`config.mk`:
```
export PLATFORM = sky130hd
export DESIGN_NAME = chunk_header_parser
export DESIGN_NICKNAME = d
export VERILOG_FILES = /design/src/design/chp_pkg.sv /design/src/design/chunk_header_parser.sv
export SDC_FILE = /design/constraint.sdc
export NUM_CORES = 1
export LEC_CHECK = 0
export ABC_CLOCK_PERIOD_IN_PS = 25500
export BUFFER_PORTS_ARGS = -buffer_cell sky130_fd_sc_hd__buf_2
export CORE_UTILIZATION = 40
export CTS_BUF_LIST = sky130_fd_sc_hd__clkbuf_8
export CTS_CLUSTER_DIAMETER = 30
export DETAILED_ROUTE_END_ITERATION = 7
export PLACE_DENSITY = 0.55
export SLEW_MARGIN = 20
export SYNTH_ARGS = -nofsm -noshare
export SYNTH_HDL_FRONTEND = slang
export SYNTH_SLANG_ARGS = --single-unit
export TNS_END_PERCENT = 50
```
`constraint.sdc`:
```
create_clock -name clk -period 25.5 [get_ports clk]
set_clock_uncertainty 0.2 [all_clocks]
set_input_delay 1.275 -clock clk [delete_from_list [all_inputs] [get_ports clk]]
set_output_delay 1.275 -clock clk [all_outputs]
set_load 0.02 [all_outputs]
```
`src/design/chp_pkg.sv`:
```
package chp_pkg;

	localparam logic [31:0] RESET_MASK = 32'h005F_837E;
	localparam logic [23:0] TS_ESCAPE  = 24'hFF_FFFF;
	localparam logic [16:0] ID_OFFSET  = 17'd64;
	localparam logic [3:0]  LEN_FMT0   = 4'd11;
	localparam logic [3:0]  LEN_FMT1   = 4'd7;
	localparam logic [3:0]  LEN_FMT2   = 4'd3;
	localparam logic [3:0]  LEN_EXT    = 4'd4;

	localparam logic [1:0] FMT_FULL  = 2'd0;
	localparam logic [1:0] FMT_DELTA = 2'd1;
	localparam logic [1:0] FMT_TIME  = 2'd2;
	localparam logic [1:0] FMT_NONE  = 2'd3;

	localparam logic [1:0] TSK_NONE  = 2'd0;
	localparam logic [1:0] TSK_ABS   = 2'd1;
	localparam logic [1:0] TSK_DELTA = 2'd2;

	typedef enum logic [4:0] {
		PH_BASIC1 = 5'b00001,
		PH_BASIC2 = 5'b00010,
		PH_BASIC3 = 5'b00100,
		PH_MSG    = 5'b01000,
		PH_EXT    = 5'b10000
	} phase_t;

	typedef struct packed {
		logic [1:0]  fmt;
		logic [16:0] chunk_stream_id;
		logic [1:0]  timestamp_kind;
		logic [31:0] timestamp_value;
		logic        extended_used;
		logic        has_length_type;
		logic [23:0] message_len;
		logic [7:0]  msg_type;
		logic [31:0] msg_stream;
		logic [4:0]  header_bytes;
		logic        error;
	} result_t;

endpackage

```
`src/design/chunk_header_parser.sv`:
```
// channel  | handshake            | payload
// ---------+----------------------+-------------------------------------------
// in       | in_valid / in_stall  | byte_in
// out      | out_valid / out_stall| fmt .. error (one header per transaction)
// cfg      | cfg_valid / cfg_ready| valid_type_mask
//
// One byte per cycle while in_stall is low; when a header's last byte is taken,
// its result is written to the output register, or to the skid if that stays full.
// A two-entry output buffer (output register plus skid) lets input continue
// while a result waits; in_stall rises only when both entries hold results.
// arst_n clears the parser to the first basic header byte and the mask to its
// default; cfg_ready is always high.
module chunk_header_parser
	import chp_pkg::*;
(
	input  logic        clk,
	input  logic        arst_n,
	input  logic        in_valid,
	output logic        in_stall,
	input  logic [7:0]  byte_in,
	input  logic        cfg_valid,
	output logic        cfg_ready,
	input  logic [31:0] valid_type_mask,
	output logic        out_valid,
	input  logic        out_stall,
	output logic [1:0]  fmt,
	output logic [16:0] chunk_stream_id,
	output logic [1:0]  timestamp_kind,
	output logic [31:0] timestamp_value,
	output logic        extended_used,
	output logic        has_length_type,
	output logic [23:0] message_len,
	output logic [7:0]  msg_type,
	output logic [31:0] msg_stream,
	output logic [4:0]  header_bytes,
	output logic        error
);

	phase_t      phase_q, phase_n;
	logic [3:0]  idx_q, idx_n;
	logic [4:0]  cnt_q, cnt_n;
	logic [1:0]  fmt_q, fmt_n;
	logic [16:0] sid_q, sid_n;
	logic [31:0] time_q, time_n;
	logic [23:0] len_q, len_n;
	logic [7:0]  type_q, type_n;
	logic [31:0] mstr_q, mstr_n;
	logic [31:0] mask_q;

	logic        emit, emit_err, emit_ext, basic_done, known;
	logic [3:0]  need;
	result_t     res_n, res_q, skid_q;
	logic        out_v_q, skid_v_q;
	logic        in_take, out_take;

	assign in_take   = in_valid && !skid_v_q;
	assign out_take  = out_v_q && !out_stall;
	assign in_stall  = skid_v_q;
	assign out_valid = out_v_q;
	assign cfg_ready = 1'b1;

	always_comb begin
		phase_n    = phase_q;
		idx_n      = idx_q;
		cnt_n      = cnt_q + 5'd1;
		fmt_n      = fmt_q;
		sid_n      = sid_q;
		time_n     = time_q;
		len_n      = len_q;
		type_n     = type_q;
		mstr_n     = mstr_q;
		emit       = 1'b0;
		emit_err   = 1'b0;
		emit_ext   = 1'b0;
		basic_done = 1'b0;
		known      = 1'b0;
		need       = LEN_FMT2;
		unique case (phase_q)
			PH_BASIC2: begin
				sid_n      = {9'd0, byte_in} + ID_OFFSET;
				basic_done = 1'b1;
			end
			PH_BASIC3: begin
				if (idx_q == 4'd0) begin
					sid_n = {9'd0, byte_in};
					idx_n = 4'd1;
				end else begin
					sid_n      = sid_q + {1'b0, byte_in, 8'd0} + ID_OFFSET;
					basic_done = 1'b1;
				end
			end
			PH_MSG: begin
				if (idx_q < 4'd3) begin
					time_n = {8'd0, time_q[15:0], byte_in};
				end else if (idx_q < 4'd6) begin
					len_n = {len_q[15:0], byte_in};
				end else if (idx_q == 4'd6) begin
					type_n = byte_in;
				end else begin
					case (idx_q)
						4'd7:    mstr_n[7:0]   = byte_in;
						4'd8:    mstr_n[15:8]  = byte_in;
						4'd9:    mstr_n[23:16] = byte_in;
						4'd10:   mstr_n[31:24] = byte_in;
						default: mstr_n = mstr_q;
					endcase
				end
				idx_n = idx_q + 4'd1;
				case (fmt_q)
					FMT_FULL:  need = LEN_FMT0;
					FMT_DELTA: need = LEN_FMT1;
					default:   need = LEN_FMT2;
				endcase
				known = (type_n[7:5] == 3'd0) && mask_q[type_n[4:0]];
				if (idx_n >= need) begin
					if (fmt_q == FMT_FULL || fmt_q == FMT_DELTA) begin
						if (!known) begin
							emit     = 1'b1;
							emit_err = 1'b1;
						end else if (time_n[23:0] == TS_ESCAPE) begin
							phase_n = PH_EXT;
							idx_n   = 4'd0;
							time_n  = 32'd0;
						end else begin
							emit = 1'b1;
						end
					end else begin
						emit = 1'b1;
					end
				end
			end
			PH_EXT: begin
				time_n = {time_q[23:0], byte_in};
				idx_n  = idx_q + 4'd1;
				if (idx_n >= LEN_EXT) begin
					emit     = 1'b1;
					emit_ext = 1'b1;
				end
			end
			default: begin
				cnt_n  = 5'd1;
				fmt_n  = byte_in[7:6];
				sid_n  = {11'd0, byte_in[5:0]};
				time_n = 32'd0;
				len_n  = 24'd0;
				type_n = 8'd0;
				mstr_n = 32'd0;
				idx_n  = 4'd0;
				if (byte_in[5:0] == 6'd0) begin
					phase_n = PH_BASIC2;
				end else if (byte_in[5:0] == 6'd1) begin
					phase_n = PH_BASIC3;
				end else begin
					basic_done = 1'b1;
				end
			end
		endcase
		if (basic_done) begin
			idx_n = 4'd0;
			if (fmt_n == FMT_NONE) begin
				emit = 1'b1;
			end else begin
				phase_n = PH_MSG;
			end
		end
		if (emit) begin
			phase_n = PH_BASIC1;
			idx_n   = 4'd0;
		end
	end

	always_comb begin
		res_n.fmt             = fmt_n;
		res_n.chunk_stream_id = sid_n;
		case (fmt_n)
			FMT_FULL: res_n.timestamp_kind = TSK_ABS;
			FMT_NONE: res_n.timestamp_kind = TSK_NONE;
			default:  res_n.timestamp_kind = TSK_DELTA;
		endcase
		res_n.timestamp_value = (fmt_n == FMT_NONE) ? 32'd0 : time_n;
		res_n.extended_used   = emit_ext;
		res_n.has_length_type = (fmt_n == FMT_FULL) || (fmt_n == FMT_DELTA);
		res_n.message_len     = res_n.has_length_type ? len_n : 24'd0;
		res_n.msg_type        = res_n.has_length_type ? type_n : 8'd0;
		res_n.msg_stream      = (fmt_n == FMT_FULL) ? mstr_n : 32'd0;
		res_n.header_bytes    = cnt_n;
		res_n.error           = emit_err;
	end

	always_ff @(posedge clk or negedge arst_n) begin
		if (!arst_n) begin
			phase_q <= PH_BASIC1;
			idx_q   <= 4'd0;
			cnt_q   <= 5'd0;
			fmt_q   <= 2'd0;
			sid_q   <= 17'd0;
			time_q  <= 32'd0;
			len_q   <= 24'd0;
			type_q  <= 8'd0;
			mstr_q  <= 32'd0;
		end else if (in_take) begin
			phase_q <= phase_n;
			idx_q   <= idx_n;
			cnt_q   <= cnt_n;
			fmt_q   <= fmt_n;
			sid_q   <= sid_n;
			time_q  <= time_n;
			len_q   <= len_n;
			type_q  <= type_n;
			mstr_q  <= mstr_n;
		end
	end

	always_ff @(posedge clk or negedge arst_n) begin
		if (!arst_n) begin
			mask_q <= RESET_MASK;
		end else if (cfg_valid && cfg_ready) begin
			mask_q <= valid_type_mask;
		end
	end

	always_ff @(posedge clk or negedge arst_n) begin
		if (!arst_n) begin
			out_v_q  <= 1'b0;
			skid_v_q <= 1'b0;
		end else if (skid_v_q) begin
			if (out_take) begin
				skid_v_q <= 1'b0;
			end
		end else if (in_take && emit) begin
			if (out_v_q && !out_take) begin
				skid_v_q <= 1'b1;
			end else begin
				out_v_q <= 1'b1;
			end
		end else if (out_take) begin
			out_v_q <= 1'b0;
		end
	end

	always_ff @(posedge clk) begin
		if (skid_v_q) begin
			if (out_take) begin
				res_q <= skid_q;
			end
		end else if (in_take && emit) begin
			if (out_v_q && !out_take) begin
				skid_q <= res_n;
			end else begin
				res_q <= res_n;
			end
		end
	end

	assign fmt             = res_q.fmt;
	assign chunk_stream_id = res_q.chunk_stream_id;
	assign timestamp_kind  = res_q.timestamp_kind;
	assign timestamp_value = res_q.timestamp_value;
	assign extended_used   = res_q.extended_used;
	assign has_length_type = res_q.has_length_type;
	assign message_len     = res_q.message_len;
	assign msg_type        = res_q.msg_type;
	assign msg_stream      = res_q.msg_stream;
	assign header_bytes    = res_q.header_bytes;
	assign error           = res_q.error;

endmodule

```
==> results.md, run 1 <==
* Max-cap viol count at 0
* 1st-iter DRT viols at 1,016
* Die Y at 217 um
* Count of final setup violators at 0
* Post-synth EDFFs at 250
* Required time reported for the critical path endpoint at 25,580 ps
* Type of destination of the critical path: flop
* Aggregate global routing overflow at 0
* Initial standard-cell utilization of the core at 40.6%
* Slew at the pin closest to its max-slew limit at 1000 ps
* Post-detailed-placement cell area at 19,700 sq um
* Layout overhead on the synthesized area at 17.0%
* Count of pins on the block boundary at 173
* Quantity of hold-fixing buffers added after cts at 0
* Sw Share at 34.6%
* Post-CTS clock slew at the launch and capture registers of the worst setup and hold paths at 60 ps
* Worst Min Path Start: sid_q[4]$_DFFE_PN0P_
* Post-CTS setup buffer count at 0
* Mapped Area at 18,500 sq um
* Number of gates resized after cts at 0
* Shortest clock period the worst path allows after layout at 6260 ps
* Startpoint types: flop
* Worst VDD drop at 40.3 uV
* Class of the most critical hold timing path: reg -> reg
* Max_slew headroom at 33.3%
* Largest net degree at the start of global routing at 89
* DRT Wirelength at 45.7 mm
* Antenna violations before repair at 0
* First-pass GRT wire length at 71.7 mm
* Launch instance of the worst register-to-register path: idx_q[1]$_DFFE_PN0P_
* Vias at 12,296
* Number of remaining DRC errors at 0
* Count of inserted antenna diode cells at 0
* Leading cell types by total area after synthesis: edfxtp_1, dfrtp_1, mux2_2
* Routed wire per std cell at 20.3 um
* Total non-filler cell area in the finished layout at 21,600 sq um
* Main synth FF type: edfxtp_1
* Antenna-violating nets left at 0
* Most common cell in the netlist: edfxtp_1
* #FFs+latches synth at 413
* Die X-Extent at 217 um
* Worst setup path class: reg -> reg
* CTS root buf: clkbuf_8
* Sequential fraction of the synthesis area at 62.8%
* Number of input and output port buffers inserted at 171
* Pre-antenna DRT Iters at 5
* Via count of the first global-routing pass at 12,393
* Clock latency at the later pin of the worst-skew pair at 670 ps
* Reg-to-reg endpoint: skid_q[40]$_DFFE_PP_
* Final Hold Viols at 0
* Setup Slack @ Placement at 18,800 ps
* Sum of net half-perimeters after detailed placement at 28.4 mm
* Smallest setup slack after layout at 19,240 ps
* Final worst path period share at 24.6%
* Switching component of the power at 760 uW
* Maximum buffer depth of the clock tree at 3
* Worst hold endpoint: sid_q[4]$_DFFE_PN0P_
* Slack of the worst reg-to-reg path at 19,240 ps
* Critical Path AT at 6340 ps
* Average footprint of a synthesized cell at 13.2 sq um
* Total instance count after detailed placement at 2,080
* Count of cell types in the netlist at 72
* Number of instances in the synthesized netlist at 1,402
* Library cell occupying the most area in the post-synthesis netlist: edfxtp_1
* Share of power burned in registers at 41.9%
* Ys async rst share at 39.5%
* Number of nets at the end of the flow at 1,637
* Row count at 78
* Number of nets in the synthesized netlist at 1,466
* Max-slew violation count at 0
* Clock buffers created by TritonCTS at 91
* Clock power share at 32.9%
* Final GP Congestion at 0.845
* Fraction of post-synthesis cell area in the top cell type by area at 40.7%
* Final-layout setup total negative slack at 0 ps
* Min-Delay Path Depth at 2
* Via density per instance at 5.46
* Unrepaired setup endpoints after global routing: no
* Floorplan die area at 47,000 sq um
* Layout cells sized above 1 at 29.8%
* Static leakage at 0.00888 uW
* Htree depth at 3
* Path depth of the worst reg2reg path at 13
* Core footprint at 45,500 sq um
* Run status: completed
* CP max FO at 54
* Comb pwr share at 25.1%
* TritonCTS Sinks at 413
* Int Power at 1430 uW
* Number of warnings issued by yosys at 0
* Number of standard cells in the layout, taps in and fillers out at 2,250
* Global-route usage over all layers at 19.6%
* Clock tree from TritonCTS: built
* Achievable clock frequency at 160 MHz
* List of most frequent post-synthesis cells: edfxtp_1, dfrtp_1, nand2_1
* Pwr Density at 101 nW/um^2
## final cells by class
| type | count | area [sq um] |
|---|---|---|
| clock buffer | 99 | 1360 |
| clock inverter | 71 | 502 |
| fill | 4179 | 23900 |
| inverter | 13 | 48.8 |
| multi-input combinational | 869 | 6370 |
| sequential | 413 | 11600 |
| tap | 600 | 751 |
| timing repair buffer | 185 | 967 |
## layout by cell type (no fill, tap or decap), types with 8 or more instances in the layout
cell type,count
edfxtp_1,250
buf_2,170
dfrtp_1,146
nand2_1,137
a22o_1,129
mux2_2,121
clkbuf_8,99
a22oi_1,72
nor2_1,68
nor2b_1,65
o21ai_0,39
inv_1,30
a221o_1,24
a21oi_1,22
ha_1,19
clkinvlp_4,16
clkinv_2,16
dfstp_2,16
o31ai_1,15
mux2i_1,14
nor3_1,14
buf_4,14
a21o_1,13
nand4_1,12
xor2_1,11
nand3_1,9
nand2b_1,8
clkinv_1,8
clkinv_4,8
## critical path, stage by stage, from the launching register on
cell      delay (ps)
dfrtp_1          500
ha_1             350
nand4b_4         350
mux2_2           500
mux2i_1          270
o32ai_1          100
or3_1            380
nand3_1           90
o21ai_0          240
a21oi_1          510
nand2_1          290
nor2_4           570
buf_4            710
buf_4            710
## sequential cells by signal, indices dropped and copies added, names as in the netlist
register / flops
skid_q: 125
extended_used: 1
timestamp_kind: 2
mstr_q: 32
timestamp_value: 32
cnt_q: 5
time_q: 32
type_q: 8
len_q: 24
msg_stream: 32
header_bytes: 5
error: 1
phase_q: 5
fmt: 2
sid_q: 17
msg_type: 8
mask_q: 32
in_stall: 1
has_length_type: 1
chunk_stream_id: 17
idx_q: 4
out_valid: 1
message_len: 24
fmt_q: 2
## worst max-delay path by stage
stage                      startpoint                           end  slack, ps  depth (start not counted)
6_report         idx_q[1]$_DFFE_PN0P_          skid_q[40]$_DFFE_PP_      19240                         13
5_1_grt        phase_q[3]$_DFFE_PN0P_         skid_q[107]$_DFFE_PP_      18860                         14
4_1_cts        phase_q[3]$_DFFE_PN0P_          skid_q[40]$_DFFE_PP_      19210                         14
3_5_place_dp               byte_in[3]         skid_q[107]$_DFFE_PP_      18800                         12
3_3_place_gp               byte_in[3]          skid_q[66]$_DFFE_PP_      19050                         12
2_1_floorplan              byte_in[6]  chunk_stream_id[0]$_DFFE_PP_      12450                         11
## stage by stage
| stage | utilization, % | total power, uW | hold slack [ps] |
|---|---|---|---|
| finish | 47.5 | 2190 | 269 |
| global route | 47.5 | 2310 | 300 |
| CTS | 47.5 | 2220 | 274 |
| detailed placement | 43.4 | 1490 | 259 |
| global placement | 43.4 | 1480 | 254 |
| floorplan | - | 1320 | 242 |
## per-layer routing
metal,share of wire [%],global-route usage (%),vias to the layer above
met5,0,0,-
met1,46,27.6,6132
met3,6.2,4.16,73
met4,1.8,6.74,0
met2,46,30.1,398
li1,-,-,5693
## power groups by stage
stage | combinational [uW] | clock, uW | sequential [uW]
after floorplan | 372 | 0 | 947
after global placement | 550 | 0 | 930
after detailed placement | 553 | 0 | 932
after CTS | 555 | 742 | 920
after global routing | 596 | 777 | 932
final | 551 | 722 | 920
## cells by family (layout without fill, tap and decap cells)
| group | after synthesis | after routing | share of synthesized area, % |
|---|---|---|---|
| AOI/OAI and AO/OA | 345 | 345 | 14.7 |
| xor gates and xnor gates | 13 | 13 | 0.617 |
| adders and majority gates | 19 | 19 | 1.29 |
| buffers and inverters | 120 | 368 | 2.82 |
| DFF | 413 | 413 | 62.8 |
| muxes | 138 | 138 | 8.35 |
| other | 1 | 1 | 0.0203 |
| and+or+nand+nor | 353 | 353 | 9.36 |
No activity file was read; power rests on OpenSTA's default activity.
==> inputs of run 2 (changes only) <==
ABC_CLOCK_PERIOD_IN_PS = 6500   (was 25500)
clock period = 6.5 ns   (was 25.5 ns; I/O delays follow)
==> results.md, run 2 (same netlist as run 1, synthesis figures left out) <==
* Run status: completed
* Class of the most critical hold timing path: in -> reg
* Shortest clock period the worst path allows after layout at 5060 ps (-1210 ps)
* Most flops, register: skid_q
* Hold WS at 69.1 ps (-200 ps)
* Initial standard-cell utilization of the core at 40.6% (unchanged)
* Layout overhead on the synthesized area at 20.7%
* Max-slew violation count at 0 (unchanged)
* Int Power at 6110 uW (+330%)
* GR met2 Demand/Resource at 30.3% (+0.25 points)
* Count of final setup violators at 0 (unchanged)
* Floorplan die area at 47,000 sq um (unchanged)
* Most common cell after layout, fill and taps aside: edfxtp_1
* Post-CTS setup buffer count at 0 (unchanged)
* Largest register FFs at 125 (unchanged)
* 1st-iter DRT viols at 1,030 (+1.4%)
* Number of input and output port buffers inserted at 171 (unchanged)
* Final GP Congestion at 0.858 (+1.6%)
* Unrepaired setup endpoints after global routing: no
* CP max stage cell: buf_4
* Required time reported for the critical path endpoint at 6570 ps (-19,010 ps)
* Via count of the first global-routing pass at 12,620 (+1.8%)
* Type of destination of the critical path: flop
* Stages on worst setup path at 13 (unchanged)
* Row count at 78 (unchanged)
* Htree depth at 3 (unchanged)
* Antenna violations before repair at 4 (+4)
* Crit path buffers/inverters at 3 (+1)
* Worst setup path class: reg -> reg
* Worst VDD drop at 169 uV (+320%)
* Antenna-violating nets left at 0 (unchanged)
* Sw Share at 32.8% (-1.8 points)
* Clock power share at 36.5% (+3.6 points)
* TritonCTS Sinks at 413 (unchanged)
* Category of cells accounting for the largest share of critical-path delay: compound AO/OA/AOI/OAI gates
* Final-layout setup total negative slack at 0 ps (unchanged)
* Path depth of the worst reg2reg path at 13 (unchanged)
* Smallest setup slack after layout at 1440 ps (-17,790 ps)
* Setup Slack @ Placement at 1490 ps (-17,310 ps)
* Count of pins on the block boundary at 173 (unchanged)
* Global-route usage over all layers at 19.8% (+0.22 points)
* Pre-antenna DRT Iters at 5 (unchanged)
* Met1 demand-to-capacity share in global routing at 27.3% (-0.37 points)
* Die X-Extent at 217 um (unchanged)
* Largest stage delay on the critical path at 650 ps (-60 ps)
* Post-layout utilization of the core at 49.0% (+1.5 points)
* Largest net degree at the start of global routing at 98 (+10%)
* Die Y at 217 um (unchanged)
* Footprint of the flip-flops and latches at 11,600 sq um (unchanged)
* Aggregate global routing overflow at 0 (unchanged)
* Sum of net half-perimeters after detailed placement at 27.9 mm (-1.7%)
* Routing usage on met3 at 4.42% (+0.25 points)
* First-pass GRT wire length at 72.6 mm (+1.2%)
* CTS root buf: clkbuf_8
* Comb pwr share at 23.7% (-1.4 points)
* Area taken by multi-input logic gates at 6370 sq um (unchanged)
* Fillers at 4,066 (-2.7%)
* Min-Delay Path Depth at 4 (+2)
* Maximum buffer depth of the clock tree at 3 (unchanged)
* Final Hold Viols at 0 (unchanged)
* Critical Path AT at 5130 ps (-1210 ps)
* DRT Wirelength at 46.3 mm (+1.5%)
* Number of remaining DRC errors at 0 (unchanged)
* Achievable clock frequency at 198 MHz (+24%)
* Via density per instance at 5.48 (+0.23%)
* CP max FO at 68 (+26%)
* Number of nets at the end of the flow at 1,677 (+2.4%)
* Static leakage at 0.00920 uW (+3.6%)
* Max-cap viol count at 0 (unchanged)
* Vias at 12,582 (+2.3%)
* Clock tree from TritonCTS: built
* Post-CTS clock slew at the launch and capture registers of the worst setup and hold paths at 50 ps (about the same)
* Routed wire per std cell at 20.2 um (-0.60%)
* Layout cells sized above 1 at 29.6% (-0.20 points)
* Clock latency at the later pin of the worst-skew pair at 670 ps (about the same)
* Final worst path period share at 77.8% (+53 points)
* Clock buffers created by TritonCTS at 96 (+5.5%)
* Cell chain of the critical path: nand2b_1 > or3_1 > a21oi_1 > mux2i_1 > inv_1 > ha_1 > inv_1 > o21ai_0 > nor2_1 > a21oi_1 > nand2_1 > a21boi_4 > buf_4
* Most used routing layer in global routing: met2
* Share of power burned in registers at 39.8% (-2.1 points)
* Startpoint types: flop
* Core footprint at 45,500 sq um (unchanged)
* Commonest cells after routing, fill and taps aside: edfxtp_1, buf_2, dfrtp_1
* Switching component of the power at 2980 uW (+290%)
* Max_slew headroom at 34.5% (+1.2 points)
* Pwr Density at 408 nW/um^2 (+300%)
* Slew at the pin closest to its max-slew limit at 983 ps (-17.5 ps)
run 2: per-stage QoR:
| step | cell area [sq um] | power (uW) | std cells |
|---|---|---|---|
| after floorplan | 18500 | 5120 | 1402 |
| after global placement | 19800 | 5770 | 2080 |
| after detailed placement | 19800 | 5800 | 2080 |
| after CTS | 22300 | 9180 | 2295 |
| after global routing | 22300 | 9540 | 2296 |
| final | 22300 | 9090 | 2297 |
run 2: timing repair:
action / CTS / global route
endpoints found under the hold margin: 116 / 0
gates resized for setup: 0 / 0
hold buffers: 35 / 0
run 2: routing by layer:
metal / vias to the layer above / wire (um)
li1: 5780 / -
met1: 6256 / 21300
met2: 444 / 21000
met3: 98 / 2900
met4: 4 / 1150
met5: - / 16
run 2: path summary, 6_finish.rpt:
kind,start,slack [ps],end
worst max register to register,phase_q[3]$_DFFE_PN0P_,1440,msg_stream[11]$_DFFE_PP_
max in group asynchronous,arst_n,4470,len_q[7]$_DFFE_PN0P_
min in group asynchronous,arst_n,130,len_q[11]$_DFFE_PN0P_
worst min register to register,sid_q[0]$_DFFE_PN0P_,280,sid_q[0]$_DFFE_PN0P_
worst min-delay path,in_valid,70,sid_q[3]$_DFFE_PN0P_
worst max-delay path,phase_q[3]$_DFFE_PN0P_,1440,msg_stream[11]$_DFFE_PP_
run 2: cell type report:
| cell class | count | share of cell area, % |
|---|---|---|
| inverter | 13 | 0.219 |
| multi-input combinational | 869 | 28.6 |
| timing repair buffer | 220 | 5.97 |
| clock inverter | 78 | 3.48 |
| tap | 600 | 3.37 |
| antenna | 2 | 0.0224 |
| clock buffer | 102 | 6.30 |
| sequential | 413 | 52.1 |
run 2: power groups by stage:
stage / clock (uW) / combinational, uW / sequential (uW)
3_5_place_dp: 0 / 2130 / 3670
4_1_cts: 3400 / 2160 / 3620
5_1_grt: 3540 / 2340 / 3670
2_1_floorplan: 0 / 1460 / 3660
6_report: 3320 / 2150 / 3620
3_3_place_gp: 0 / 2110 / 3660
run 2: tightest hold or removal path: stages:
cell and delay [ps]:
buf_2 140, nor2b_2 270, nand2_1 100, nand2_1 40
